$ cat src/hw/rtl/assert_macros.svh
// Assertion helpers shared by the RTL.
`ifndef ASSERT_MACROS_SVH
`define ASSERT_MACROS_SVH

// Same-cycle implication, checked out of reset.
`define ASSERT_IMPL(label, ante, cons) \
    label: assert property (@(posedge aclk) disable iff (!aresetn) (ante) |-> (cons)) \
        else $error("assertion failed");

// Next-cycle implication, checked out of reset.
`define ASSERT_NEXT(label, ante, cons) \
    label: assert property (@(posedge aclk) disable iff (!aresetn) (ante) |=> (cons)) \
        else $error("assertion failed");

`endif

$ cat src/hw/rtl/asc_pkg.sv
package asc_pkg;

    localparam int LUX_W = 16;

    localparam logic [9:0]  MS_PER_S    = 10'd1000;
    localparam logic [6:0]  PCT_FULL    = 7'd100;
    // floor(dt * 1048 / 2^20) is dt/1000 or one short for any 16-bit dt
    localparam logic [10:0] RECIP_K     = 11'd1048;
    localparam int          RECIP_SHIFT = 20;

    localparam logic [1:0] MODE_SENSOR = 2'd0;
    localparam logic [1:0] MODE_ON     = 2'd1;
    localparam logic [1:0] MODE_OFF    = 2'd2;

    localparam logic [2:0] REG_NIGHT_LUX = 3'd0;
    localparam logic [2:0] REG_DAY_LUX   = 3'd1;
    localparam logic [2:0] REG_HOLD_S    = 3'd2;
    localparam logic [2:0] REG_STBY_PCT  = 3'd3;
    localparam logic [2:0] REG_ACT_PCT   = 3'd4;
    localparam logic [2:0] REG_RUN_MODE  = 3'd5;

    typedef enum logic [1:0] {
        ST_DAY     = 2'd0,
        ST_STANDBY = 2'd1,
        ST_ACTIVE  = 2'd2
    } asc_state_t;

    typedef struct packed {
        logic [LUX_W-1:0] lux_reading;
        logic             motion_seen;
        logic [15:0]      elapsed_ms;
    } asc_in_t;

    typedef struct packed {
        logic [1:0]  light_state;
        logic        relay_on;
        logic [6:0]  brightness_cmd;
        logic [15:0] hold_left_s;
    } asc_out_t;

    typedef struct packed {
        logic [LUX_W-1:0] night_lux_threshold;
        logic [LUX_W-1:0] day_lux_threshold;
        logic [15:0]      hold_seconds;
        logic [6:0]       standby_percent;
        logic [6:0]       active_percent;
        logic [1:0]       run_mode;
    } asc_cfg_t;

    // hold timer kept as whole seconds plus milliseconds (ms < 1000)
    typedef struct packed {
        logic [15:0] sec;
        logic [9:0]  ms;
    } asc_timer_t;

    // elapsed tick time split the same way
    typedef struct packed {
        logic [6:0] sec;
        logic [9:0] ms;
    } asc_dt_t;

endpackage

$ cat src/hw/rtl/asc_msdiv.sv
module asc_msdiv (
    input  logic                aclk,
    input  logic                en_mul,
    input  logic                en_fix,
    input  logic [15:0]         dt_i,
    output asc_pkg::asc_dt_t    dt_o
);

    logic [26:0] prod_reg;
    logic [15:0] dt_d_reg;
    asc_pkg::asc_dt_t split_reg;

    logic [6:0]  q_est;
    logic [16:0] r_est;
    asc_pkg::asc_dt_t split_next;

    always_ff @(posedge aclk) begin
        if (en_mul) begin
            prod_reg <= 27'(dt_i) * 27'(asc_pkg::RECIP_K);
            dt_d_reg <= dt_i;
        end
        if (en_fix) begin
            split_reg <= split_next;
        end
    end

    assign q_est = prod_reg[asc_pkg::RECIP_SHIFT +: 7];
    assign r_est = 17'(dt_d_reg) - 17'(q_est) * 17'(asc_pkg::MS_PER_S);

    // estimate may be one second short; remainder then lies in 1000..1999
    always_comb begin
        if (r_est >= 17'(asc_pkg::MS_PER_S)) begin
            split_next.sec = q_est + 7'd1;
            split_next.ms  = 10'(r_est - 17'(asc_pkg::MS_PER_S));
        end else begin
            split_next.sec = q_est;
            split_next.ms  = 10'(r_est);
        end
    end

    assign dt_o = split_reg;

endmodule

$ cat src/hw/rtl/asc_core.sv
module asc_core (
    input  asc_pkg::asc_cfg_t         cfg,
    input  asc_pkg::asc_state_t       state,
    input  asc_pkg::asc_timer_t       timer,
    input  logic [asc_pkg::LUX_W-1:0] lux,
    input  logic                      motion,
    input  asc_pkg::asc_dt_t          dt,
    output asc_pkg::asc_state_t       state_next,
    output asc_pkg::asc_timer_t       timer_next,
    output asc_pkg::asc_out_t         result
);

    logic       timer_zero;
    logic       borrow;
    logic       expire;
    logic       is_daylight;
    logic [9:0] ms_dec;
    logic [10:0] ms_wrap;
    logic [15:0] sec_dec;
    logic [6:0] stby_pct;
    logic [6:0] act_pct;
    logic       relay;
    logic [6:0] bright;
    asc_pkg::asc_timer_t reload;

    assign timer_zero  = (timer.sec == 16'd0) && (timer.ms == 10'd0);
    assign borrow      = timer.ms < dt.ms;
    assign ms_wrap     = 11'(timer.ms) + 11'(asc_pkg::MS_PER_S) - 11'(dt.ms);
    assign ms_dec      = borrow ? ms_wrap[9:0] : (timer.ms - dt.ms);
    assign sec_dec     = timer.sec - 16'(dt.sec) - 16'(borrow);
    assign expire      = (timer.sec < 16'(dt.sec)) ||
                         ((timer.sec == 16'(dt.sec)) && (timer.ms <= dt.ms));
    assign is_daylight = lux > cfg.day_lux_threshold;
    assign reload.sec  = cfg.hold_seconds;
    assign reload.ms   = 10'd0;

    assign stby_pct = (cfg.standby_percent > asc_pkg::PCT_FULL) ?
                      asc_pkg::PCT_FULL : cfg.standby_percent;
    assign act_pct  = (cfg.active_percent > asc_pkg::PCT_FULL) ?
                      asc_pkg::PCT_FULL : cfg.active_percent;

    // relay and brightness follow the run mode and the state held at the start of the tick
    always_comb begin
        state_next = state;
        timer_next = timer;
        relay      = 1'b0;
        bright     = 7'd0;
        priority if (cfg.run_mode == asc_pkg::MODE_ON) begin
            relay      = 1'b1;
            bright     = asc_pkg::PCT_FULL;
            state_next = asc_pkg::ST_ACTIVE;
        end else if (cfg.run_mode == asc_pkg::MODE_OFF) begin
            state_next = asc_pkg::ST_DAY;
        end else begin
            unique case (state)
                asc_pkg::ST_STANDBY: begin
                    relay  = 1'b1;
                    bright = stby_pct;
                    if (is_daylight) begin
                        state_next = asc_pkg::ST_DAY;
                    end else if (motion) begin
                        timer_next = reload;
                        state_next = asc_pkg::ST_ACTIVE;
                    end
                end
                asc_pkg::ST_ACTIVE: begin
                    relay  = 1'b1;
                    bright = act_pct;
                    if (motion) begin
                        timer_next = reload;
                    end else if (!timer_zero) begin
                        if (expire) begin
                            timer_next = '0;
                            state_next = asc_pkg::ST_STANDBY;
                        end else begin
                            timer_next.sec = sec_dec;
                            timer_next.ms  = ms_dec;
                        end
                    end else begin
                        state_next = asc_pkg::ST_STANDBY;
                    end
                    // daylight wins over motion and timer
                    if (is_daylight) begin
                        state_next = asc_pkg::ST_DAY;
                    end
                end
                default: begin
                    timer_next = '0;
                    state_next = (lux < cfg.night_lux_threshold) ?
                                 asc_pkg::ST_STANDBY : asc_pkg::ST_DAY;
                end
            endcase
        end
    end

    assign result.light_state    = state_next;
    assign result.relay_on       = relay;
    assign result.brightness_cmd = bright;
    assign result.hold_left_s    = timer_next.sec + 16'(timer_next.ms != 10'd0);

endmodule

$ cat src/hw/rtl/adaptive_streetlight_controller_unit.sv
// Streetlight controller: one sensor tick in, one lamp command out.
// s_data carries lux, motion flag and elapsed ms; a request is taken when
// s_valid and s_ready are high. A tick with zero elapsed time is taken and
// dropped: it changes nothing and gives no result.
// m_data carries the new state, relay, brightness and hold time left in
// whole seconds (rounded up), under m_valid/m_ready.
// Throughput: one request per cycle while m_ready does not stall the
// output; the state and hold timer close their loop at the last stage,
// so ticks follow each other back to back. The two stages before it
// split elapsed ms into seconds and ms with a reciprocal multiply.
// A stalled m_ready holds the result; the stages behind fill up and
// s_ready drops only once all of them hold a request.
// The user must write the registers through cfg_we/cfg_index/cfg_wdata
// only while idle; the block itself does not enforce this.
// Reset (aresetn low, synchronous) empties the pipeline, restores the
// register defaults, sets the day state and clears the hold timer.
`include "assert_macros.svh"

module adaptive_streetlight_controller_unit (
    input  logic               aclk,
    input  logic               aresetn,
    input  logic               cfg_we,
    input  logic [2:0]         cfg_index,
    input  logic [15:0]        cfg_wdata,
    input  logic               s_valid,
    output logic               s_ready,
    input  asc_pkg::asc_in_t   s_data,
    output logic               m_valid,
    input  logic               m_ready,
    output asc_pkg::asc_out_t  m_data
);

    asc_pkg::asc_cfg_t   cfg_reg;
    asc_pkg::asc_state_t state_reg;
    asc_pkg::asc_timer_t timer_reg;
    asc_pkg::asc_state_t state_next;
    asc_pkg::asc_timer_t timer_next;
    asc_pkg::asc_out_t   result;
    asc_pkg::asc_dt_t    dt_split;

    logic a_valid_reg, b_valid_reg, c_valid_reg, m_valid_reg;
    asc_pkg::asc_in_t a_data_reg;
    logic [asc_pkg::LUX_W-1:0] b_lux_reg, c_lux_reg;
    logic b_motion_reg, c_motion_reg;
    asc_pkg::asc_out_t m_data_reg;

    logic s_fire, out_ready, adv_a, adv_b, adv_c, b_ready, c_ready;

    assign out_ready = !m_valid_reg || m_ready;
    assign adv_c     = c_valid_reg && out_ready;
    assign c_ready   = !c_valid_reg || out_ready;
    assign adv_b     = b_valid_reg && c_ready;
    assign b_ready   = !b_valid_reg || c_ready;
    assign adv_a     = a_valid_reg && b_ready;
    assign s_ready   = !a_valid_reg || b_ready;
    assign s_fire    = s_valid && s_ready;

    always_ff @(posedge aclk) begin
        if (!aresetn) begin
            cfg_reg.night_lux_threshold <= asc_pkg::LUX_W'(150);
            cfg_reg.day_lux_threshold   <= asc_pkg::LUX_W'(250);
            cfg_reg.hold_seconds        <= 16'd15;
            cfg_reg.standby_percent     <= 7'd25;
            cfg_reg.active_percent      <= 7'd100;
            cfg_reg.run_mode            <= asc_pkg::MODE_SENSOR;
        end else if (cfg_we) begin
            unique case (cfg_index)
                asc_pkg::REG_NIGHT_LUX: cfg_reg.night_lux_threshold <= cfg_wdata;
                asc_pkg::REG_DAY_LUX:   cfg_reg.day_lux_threshold   <= cfg_wdata;
                asc_pkg::REG_HOLD_S:    cfg_reg.hold_seconds        <= cfg_wdata;
                asc_pkg::REG_STBY_PCT:  cfg_reg.standby_percent     <= cfg_wdata[6:0];
                asc_pkg::REG_ACT_PCT:   cfg_reg.active_percent      <= cfg_wdata[6:0];
                asc_pkg::REG_RUN_MODE:  cfg_reg.run_mode            <= cfg_wdata[1:0];
                default: ;
            endcase
        end
    end

    // pipeline valids, state and hold timer; zero-ms ticks never enter
    always_ff @(posedge aclk) begin
        if (!aresetn) begin
            a_valid_reg <= 1'b0;
            b_valid_reg <= 1'b0;
            c_valid_reg <= 1'b0;
            m_valid_reg <= 1'b0;
            state_reg   <= asc_pkg::ST_DAY;
            timer_reg   <= '0;
        end else begin
            if (s_fire) begin
                a_valid_reg <= s_data.elapsed_ms != 16'd0;
            end else if (adv_a) begin
                a_valid_reg <= 1'b0;
            end
            if (adv_a) begin
                b_valid_reg <= 1'b1;
            end else if (adv_b) begin
                b_valid_reg <= 1'b0;
            end
            if (adv_b) begin
                c_valid_reg <= 1'b1;
            end else if (adv_c) begin
                c_valid_reg <= 1'b0;
            end
            if (adv_c) begin
                m_valid_reg <= 1'b1;
                state_reg   <= state_next;
                timer_reg   <= timer_next;
            end else if (m_ready) begin
                m_valid_reg <= 1'b0;
            end
        end
    end

    always_ff @(posedge aclk) begin
        if (s_fire) begin
            a_data_reg <= s_data;
        end
        if (adv_a) begin
            b_lux_reg    <= a_data_reg.lux_reading;
            b_motion_reg <= a_data_reg.motion_seen;
        end
        if (adv_b) begin
            c_lux_reg    <= b_lux_reg;
            c_motion_reg <= b_motion_reg;
        end
        if (adv_c) begin
            m_data_reg <= result;
        end
    end

    asc_msdiv u_msdiv (
        .aclk   (aclk),
        .en_mul (adv_a),
        .en_fix (adv_b),
        .dt_i   (a_data_reg.elapsed_ms),
        .dt_o   (dt_split)
    );

    asc_core u_core (
        .cfg        (cfg_reg),
        .state      (state_reg),
        .timer      (timer_reg),
        .lux        (c_lux_reg),
        .motion     (c_motion_reg),
        .dt         (dt_split),
        .state_next (state_next),
        .timer_next (timer_next),
        .result     (result)
    );

    assign m_valid = m_valid_reg;
    assign m_data  = m_data_reg;

    `ASSERT_IMPL(a_timer_ms_range, 1'b1, timer_reg.ms < asc_pkg::MS_PER_S)
    `ASSERT_IMPL(a_bright_range, m_valid_reg, m_data_reg.brightness_cmd <= asc_pkg::PCT_FULL)
    `ASSERT_NEXT(a_last_stage_holds, c_valid_reg && !out_ready, c_valid_reg)

endmodule
$ cat config.mk
export PLATFORM = sky130hd
export DESIGN_NAME = adaptive_streetlight_controller_unit
export DESIGN_NICKNAME = d
export VERILOG_FILES = /design/src/hw/rtl/asc_pkg.sv /design/src/hw/rtl/asc_msdiv.sv /design/src/hw/rtl/asc_core.sv /design/src/hw/rtl/adaptive_streetlight_controller_unit.sv
export VERILOG_INCLUDE_DIRS = /design/src /design/src/hw/rtl
export SDC_FILE = /design/constraint.sdc
export NUM_CORES = 1
export LEC_CHECK = 0
export BUFFER_PORTS_ARGS = -buffer_cell sky130_fd_sc_hd__buf_2
export CAP_MARGIN = 20
export CELL_PAD_IN_SITES_DETAIL_PLACEMENT = 1
export CELL_PAD_IN_SITES_GLOBAL_PLACEMENT = 2
export CORE_MARGIN = 2
export CORE_UTILIZATION = 30
export DETAILED_ROUTE_END_ITERATION = 6
export GPL_TIMING_DRIVEN = 0
export PLACE_DENSITY_LB_ADDON = 0.05
export RECOVER_POWER = 100
export SLEW_MARGIN = 0
export SYNTH_ARGS = -nofsm -noshare
export SYNTH_HDL_FRONTEND = slang
export SYNTH_SLANG_ARGS = --single-unit
$ cat constraint.sdc
create_clock -name aclk -period 5.8 [get_ports aclk]
set_input_delay 0.29 -clock aclk [delete_from_list [all_inputs] [get_ports aclk]]
set_output_delay 0.29 -clock aclk [all_outputs]
set_load 0.1 [all_outputs]
Word level (Yosys, flattened, before mapping). Cells that the tools add are included. Widths: inputs -> output; s select.

Eq/ne operators: 10. Add/subtract/negate cells: 9. Muxes and demuxes: 34. Order comparisons: 8. $mul: 2. Reductions and logical operators: 32.

Operators with widths (count): $mux 26 (7); $pmux 26 s2 (1); $mul 16x8->24 const B (1); $mux 7 (3); $sub 10x10->10 (2); $ge 17x10->1 const B (1); $mux 17 (1); $sub 16x17->17 (1); $add 16x1->16 (1); $eq 16x7->1 (1); $gt 16x16->1 (1); $logic_not 16->1 (1); $lt 16x16->1 (1); $lt 16x7->1 (1); $mux 2 (8); $reduce_bool 16->1 (1); $sub 16x1->16 (1); $sub 16x7->16 (1); $gt 7x7->1 const B (2); $mul 7x7->14 const B (1); $pmux 7 s2 (1); $reduce_and 2->1 (6); $mux 1 (11); $add 10x10->10 const B (1); 19 further kinds (39).

Logic and storage cells: 124. Register bits: 246. Input bits: 57.

Logic depth before layout (Yosys ltp).
Depth after elaboration: 11. Mapped depth: 25.

Cells and area by module. A second synthesis with hierarchy kept.

Cell total of the unflattened synthesis: 1574. Area total of the unflattened synthesis: 15239.6 sq um.

Modules (own cells, without submodules): adaptive_streetlight_controller_unit (instances 1, area each 6387.4 sq um, cells an instance 514, sequential area each 4714.5 sq um); asc_msdiv (instances 1, area each 4574.4 sq um, cells an instance 433, sequential area each 1201.2 sq um); asc_core (instances 1, area each 4277.9 sq um, cells an instance 627, sequential area each 0.0 sq um).

Worst setup path before layout. OpenSTA, ideal clock, no wires.

Kind: register to register. Start: register u_msdiv.prod_reg[20]. End: register u_msdiv.split_reg, in the netlist u_msdiv.dt_o[15], data pin. Setup slack: 0.130 ns. Library setup time: 0.266 ns. Buffers on the path: 1. Arrival time: 5.404 ns. Period minus slack after synthesis: 5.670 ns. Cell stages (with the launch flop): 25. Path through: edfxtp_1 -> fa_1 -> fa_1 -> inv_1 -> fa_1 -> fa_1 -> inv_1 -> ha_1 -> inv_1 -> o21bai_1 -> a21oi_1 -> nor2b_1 -> o21a_1 -> nor2_1 -> xor2_1 -> ha_1 -> o21ai_0 -> a31oi_1 -> and3_1 -> a311oi_1 -> nand3_1 -> nand3_1 -> clkbuf_1 -> nand4_1 -> xnor2_1.

RTL lines: from (decl) (line asc_msdiv.sv:9) `logic [26:0] prod_reg;`; from (signal assigned) (line asc_msdiv.sv:19) `prod_reg <= 27'(dt_i) * 27'(asc_pkg::RECIP_K);`; to (signal assigned) (line asc_msdiv.sv:23) `split_reg <= split_next;`; to (decl) (line asc_msdiv.sv:11) `asc_pkg::asc_dt_t split_reg;`.

==> flow_summary.toml <==
[critical_path]
r2r.worst_path.cells = 24
timing.critical_path.from_type = "flip-flop"
ff2ff_setup_slack_ns = 0.04
sort_of_element_at_the_end_of_the_critical_path = "flip-flop"
critical_path_arrival_ns = 6.05
crit_type = "reg -> reg"
critical_path_required_ns = 6.09
critPathMaxFanout = 5

[floorplanning]
width_of_the_die_um = 223
chipHeight_um = 223
design.die.area_sq_um = 49700
rows = 80
floorplan.core_area_sq_um = 47500
initial_core_util_pct = 30.3
pin_count = 85

[power]
powerDensity_nw_per_um2 = 374
vdd_drop_max_v = 0.000224
leakagePower_nw = 7.05
p_total_w = 0.00652

[placed_design]
hpwl_um = 33500
globalplace.congestion = 0.815
port_buffers = 84

[drt]
routed_wirelength_um = 42600
wire_per_inst_um = 18.5
route.vias.total = 11322
ant_nets = 0
drt-vias-per-instance = 4.93
initialDrtViolationCount = 480
detail_route.first_pass.iterations = 5
drc_errors = 0

[sta]
setup_violations = 0
finClkSkew_ns = 0.0220
maxClockFrequency_ghz = 0.174
maxSlewViolCount = 89
whs_ns = 0.0290
rsz0062_at_grt = "true"
min_period_over_period_pct = 99.3
worst_slew_margin_rel_pct = -119
final_period_minus_worst_setup_slack_ns = 5.76
worstMarginPinSlew_ns = 3.26
final_hold_viol_count = 0

[grt]
grt_antenna_before_repair = 0
global_route.usage.total_pct = 17.3
grt_first_pass_wirelength_um = 67700
number_of_global_route_vias_before_repair = 11954
maximum_number_of_pins_on_one_net_before_global_route_repair = 36
gr-total-overflow = 0

[yosys]
post_synth_main_area_contributors = "sky130_fd_sc_hd__edfxtp_1 (28%), sky130_fd_sc_hd__ha_1 (15%), sky130_fd_sc_hd__dfxtp_1 (13%)"
synthCells = 1478
synthArstFlopShare_pct = 0
synth.lib_cells_used.distinct = 78
netlist_area_sq_um = 14400
synth-edff-count = 133
synth_top_area_share_pct = 27.8
postSynthRegisterBits = 229
synth-seq-area-share_pct = 41.1
synth.cells.most_frequent = "sky130_fd_sc_hd__inv_1 (186), sky130_fd_sc_hd__ha_1 (173), sky130_fd_sc_hd__nand2_1 (171)"
avg_inst_size_synth_sq_um = 9.74
synth.yosys.warnings = 0
synth.largest_area_cell = "sky130_fd_sc_hd__edfxtp_1"
synth.net_count = 1743
synth_most_common_cell = "sky130_fd_sc_hd__inv_1"
synth_ff_type = "sky130_fd_sc_hd__edfxtp_1"

[clock_network]
ctsHtreeMaxLevel = 1
cts.path.max_buffers = 3
tritoncts_clock_tree = "built"
clk_pin_slew_worst_paths_ns = 0.06
clkSinkCount = 229
worst_skew_pair.late_latency_ns = 0.58
cts_buffer_count = 29
clock-root-buffer = "sky130_fd_sc_hd__clkbuf_16"

[layout]
layout-drive-gt1-share_pct = 10.5
final_net_count = 1926
insertedDiodeCount = 0
layout-area-overhead-vs-synth_pct = 21.0
largest_reg_flops = 64

[run]
cap_violations = 3

[status]
run_status = "finished with violations"
failed_checks = "capacitance limit, slew limit"

[hold_path]
hold_path_depth = 3
min-delay-path-class = "in -> reg"
-- where the power goes --
part	switching [W]	internal, W	total (W)
combinational	0.00154	0.00127	0.00282
clock	0.000726	0.00111	0.00183
sequential	0.0000535	0.00182	0.00187
-- critical path: stages, from the launching register on --
cell,delay (ns)
sky130_fd_sc_hd__edfxtp_1,0.48
sky130_fd_sc_hd__fa_1,0.57
sky130_fd_sc_hd__fa_1,0.51
sky130_fd_sc_hd__inv_1,0.05
sky130_fd_sc_hd__fa_1,0.46
sky130_fd_sc_hd__fa_1,0.52
sky130_fd_sc_hd__inv_2,0.05
sky130_fd_sc_hd__ha_4,0.23
sky130_fd_sc_hd__inv_2,0.06
sky130_fd_sc_hd__o21bai_1,0.07
sky130_fd_sc_hd__a21oi_2,0.16
sky130_fd_sc_hd__nor2b_1,0.06
sky130_fd_sc_hd__o21a_1,0.19
sky130_fd_sc_hd__nor2_2,0.09
sky130_fd_sc_hd__xor2_1,0.20
sky130_fd_sc_hd__ha_1,0.31
sky130_fd_sc_hd__o21a_1,0.14
sky130_fd_sc_hd__o21ai_1,0.08
sky130_fd_sc_hd__nand2b_1,0.09
sky130_fd_sc_hd__a211o_1,0.28
sky130_fd_sc_hd__o21ai_2,0.22
sky130_fd_sc_hd__buf_4,0.14
sky130_fd_sc_hd__and3_4,0.27
sky130_fd_sc_hd__buf_4,0.15
sky130_fd_sc_hd__o41ai_4,0.05
-- stage by stage --
step                setup WS, ns  cell area [sq um]  std cells  TNS (ns)  util [%]
floorplan                  0.130              14400       1478         0         -
global placement          -0.734              15600       2177    -23.30      32.8
detailed placement        -0.740              15700       2179     -7.60      32.9
CTS                     -0.00810              17300       2290  -0.00810      36.4
global route              -0.212              17400       2298     -3.01      36.6
finish                    0.0430              17400       2298         0      36.6
-- cell type report --
class | count | area (sq um)
inverter | 189 | 713
fill | 5348 | 30100
clock buffer | 39 | 803
tap | 615 | 769
sequential | 229 | 5920
buffer | 33 | 144
clock inverter | 14 | 169
multi-input combinational | 1026 | 7890
timing repair buffer | 153 | 1000
-- final timing paths --
path,to,start
min reg2reg,c_lux_reg[10]$_DFFE_PP_,b_lux_reg[10]$_DFFE_PP_
min,cfg_reg[55]$_SDFFE_PN1P_,cfg_wdata[7]
max reg2reg,u_msdiv.dt_o[9]$_DFFE_PP_,u_msdiv.prod_reg[20]$_DFFE_PP_
max,u_msdiv.dt_o[9]$_DFFE_PP_,u_msdiv.prod_reg[20]$_DFFE_PP_
-- per-layer routing --
layer	global-route usage, %	up-vias	part of all wire (%)
li1	-	5583	-
met1	24.1	5531	49
met2	29.0	155	46
met3	1.94	53	2.7
met4	3.59	0	2.0
met5	0	-	0
-- placed cells by master, fill, tap and decap left out, drive strengths merged, types with 10 or more instances in the layout --
master / netlist / final
a211oi: 23 / 23
a21o: 21 / 21
a21oi: 97 / 97
a22oi: 12 / 12
a31oi: 11 / 11
and2: 11 / 11
and3: 10 / 10
buf: 4 / 66
clkbuf: 30 / 117
clkinv: 2 / 11
dfxtp: 96 / 96
dlygate4sd3: 0 / 42
edfxtp: 133 / 133
fa: 35 / 35
ha: 173 / 173
inv: 187 / 187
nand2: 172 / 172
nand2b: 10 / 10
nand3: 39 / 39
nor2: 95 / 95
nor2b: 15 / 15
nor3: 26 / 26
nor4: 16 / 16
o211ai: 18 / 18
o21ai: 48 / 48
xnor2: 48 / 48
xor2: 16 / 16
-- repair_timing --
item | 4_1_cts | 5_1_grt
setup buffers | 16 | 9
gates cloned | 1 | 0
gates resized for setup | 26 | 41
pin swaps | 20 | 27
hold endpoints to repair | 52 | 0
endpoints found under the setup margin | 14 | 23
hold buffers | 42 | 0
-- cells by family (layout without fill, tap and decap cells) --
group | Yosys count | count (layout) | share of synthesized area (%)
compound gates | 306 | 306 | 14.1
xor+xnor | 64 | 64 | 3.89
fa+ha+maj | 208 | 208 | 19.9
buf+inv | 223 | 428 | 5.89
flops | 229 | 229 | 41.1
mux | 6 | 6 | 0.417
simple gates | 442 | 442 | 14.7
No activity file was read; power rests on OpenSTA's default activity.
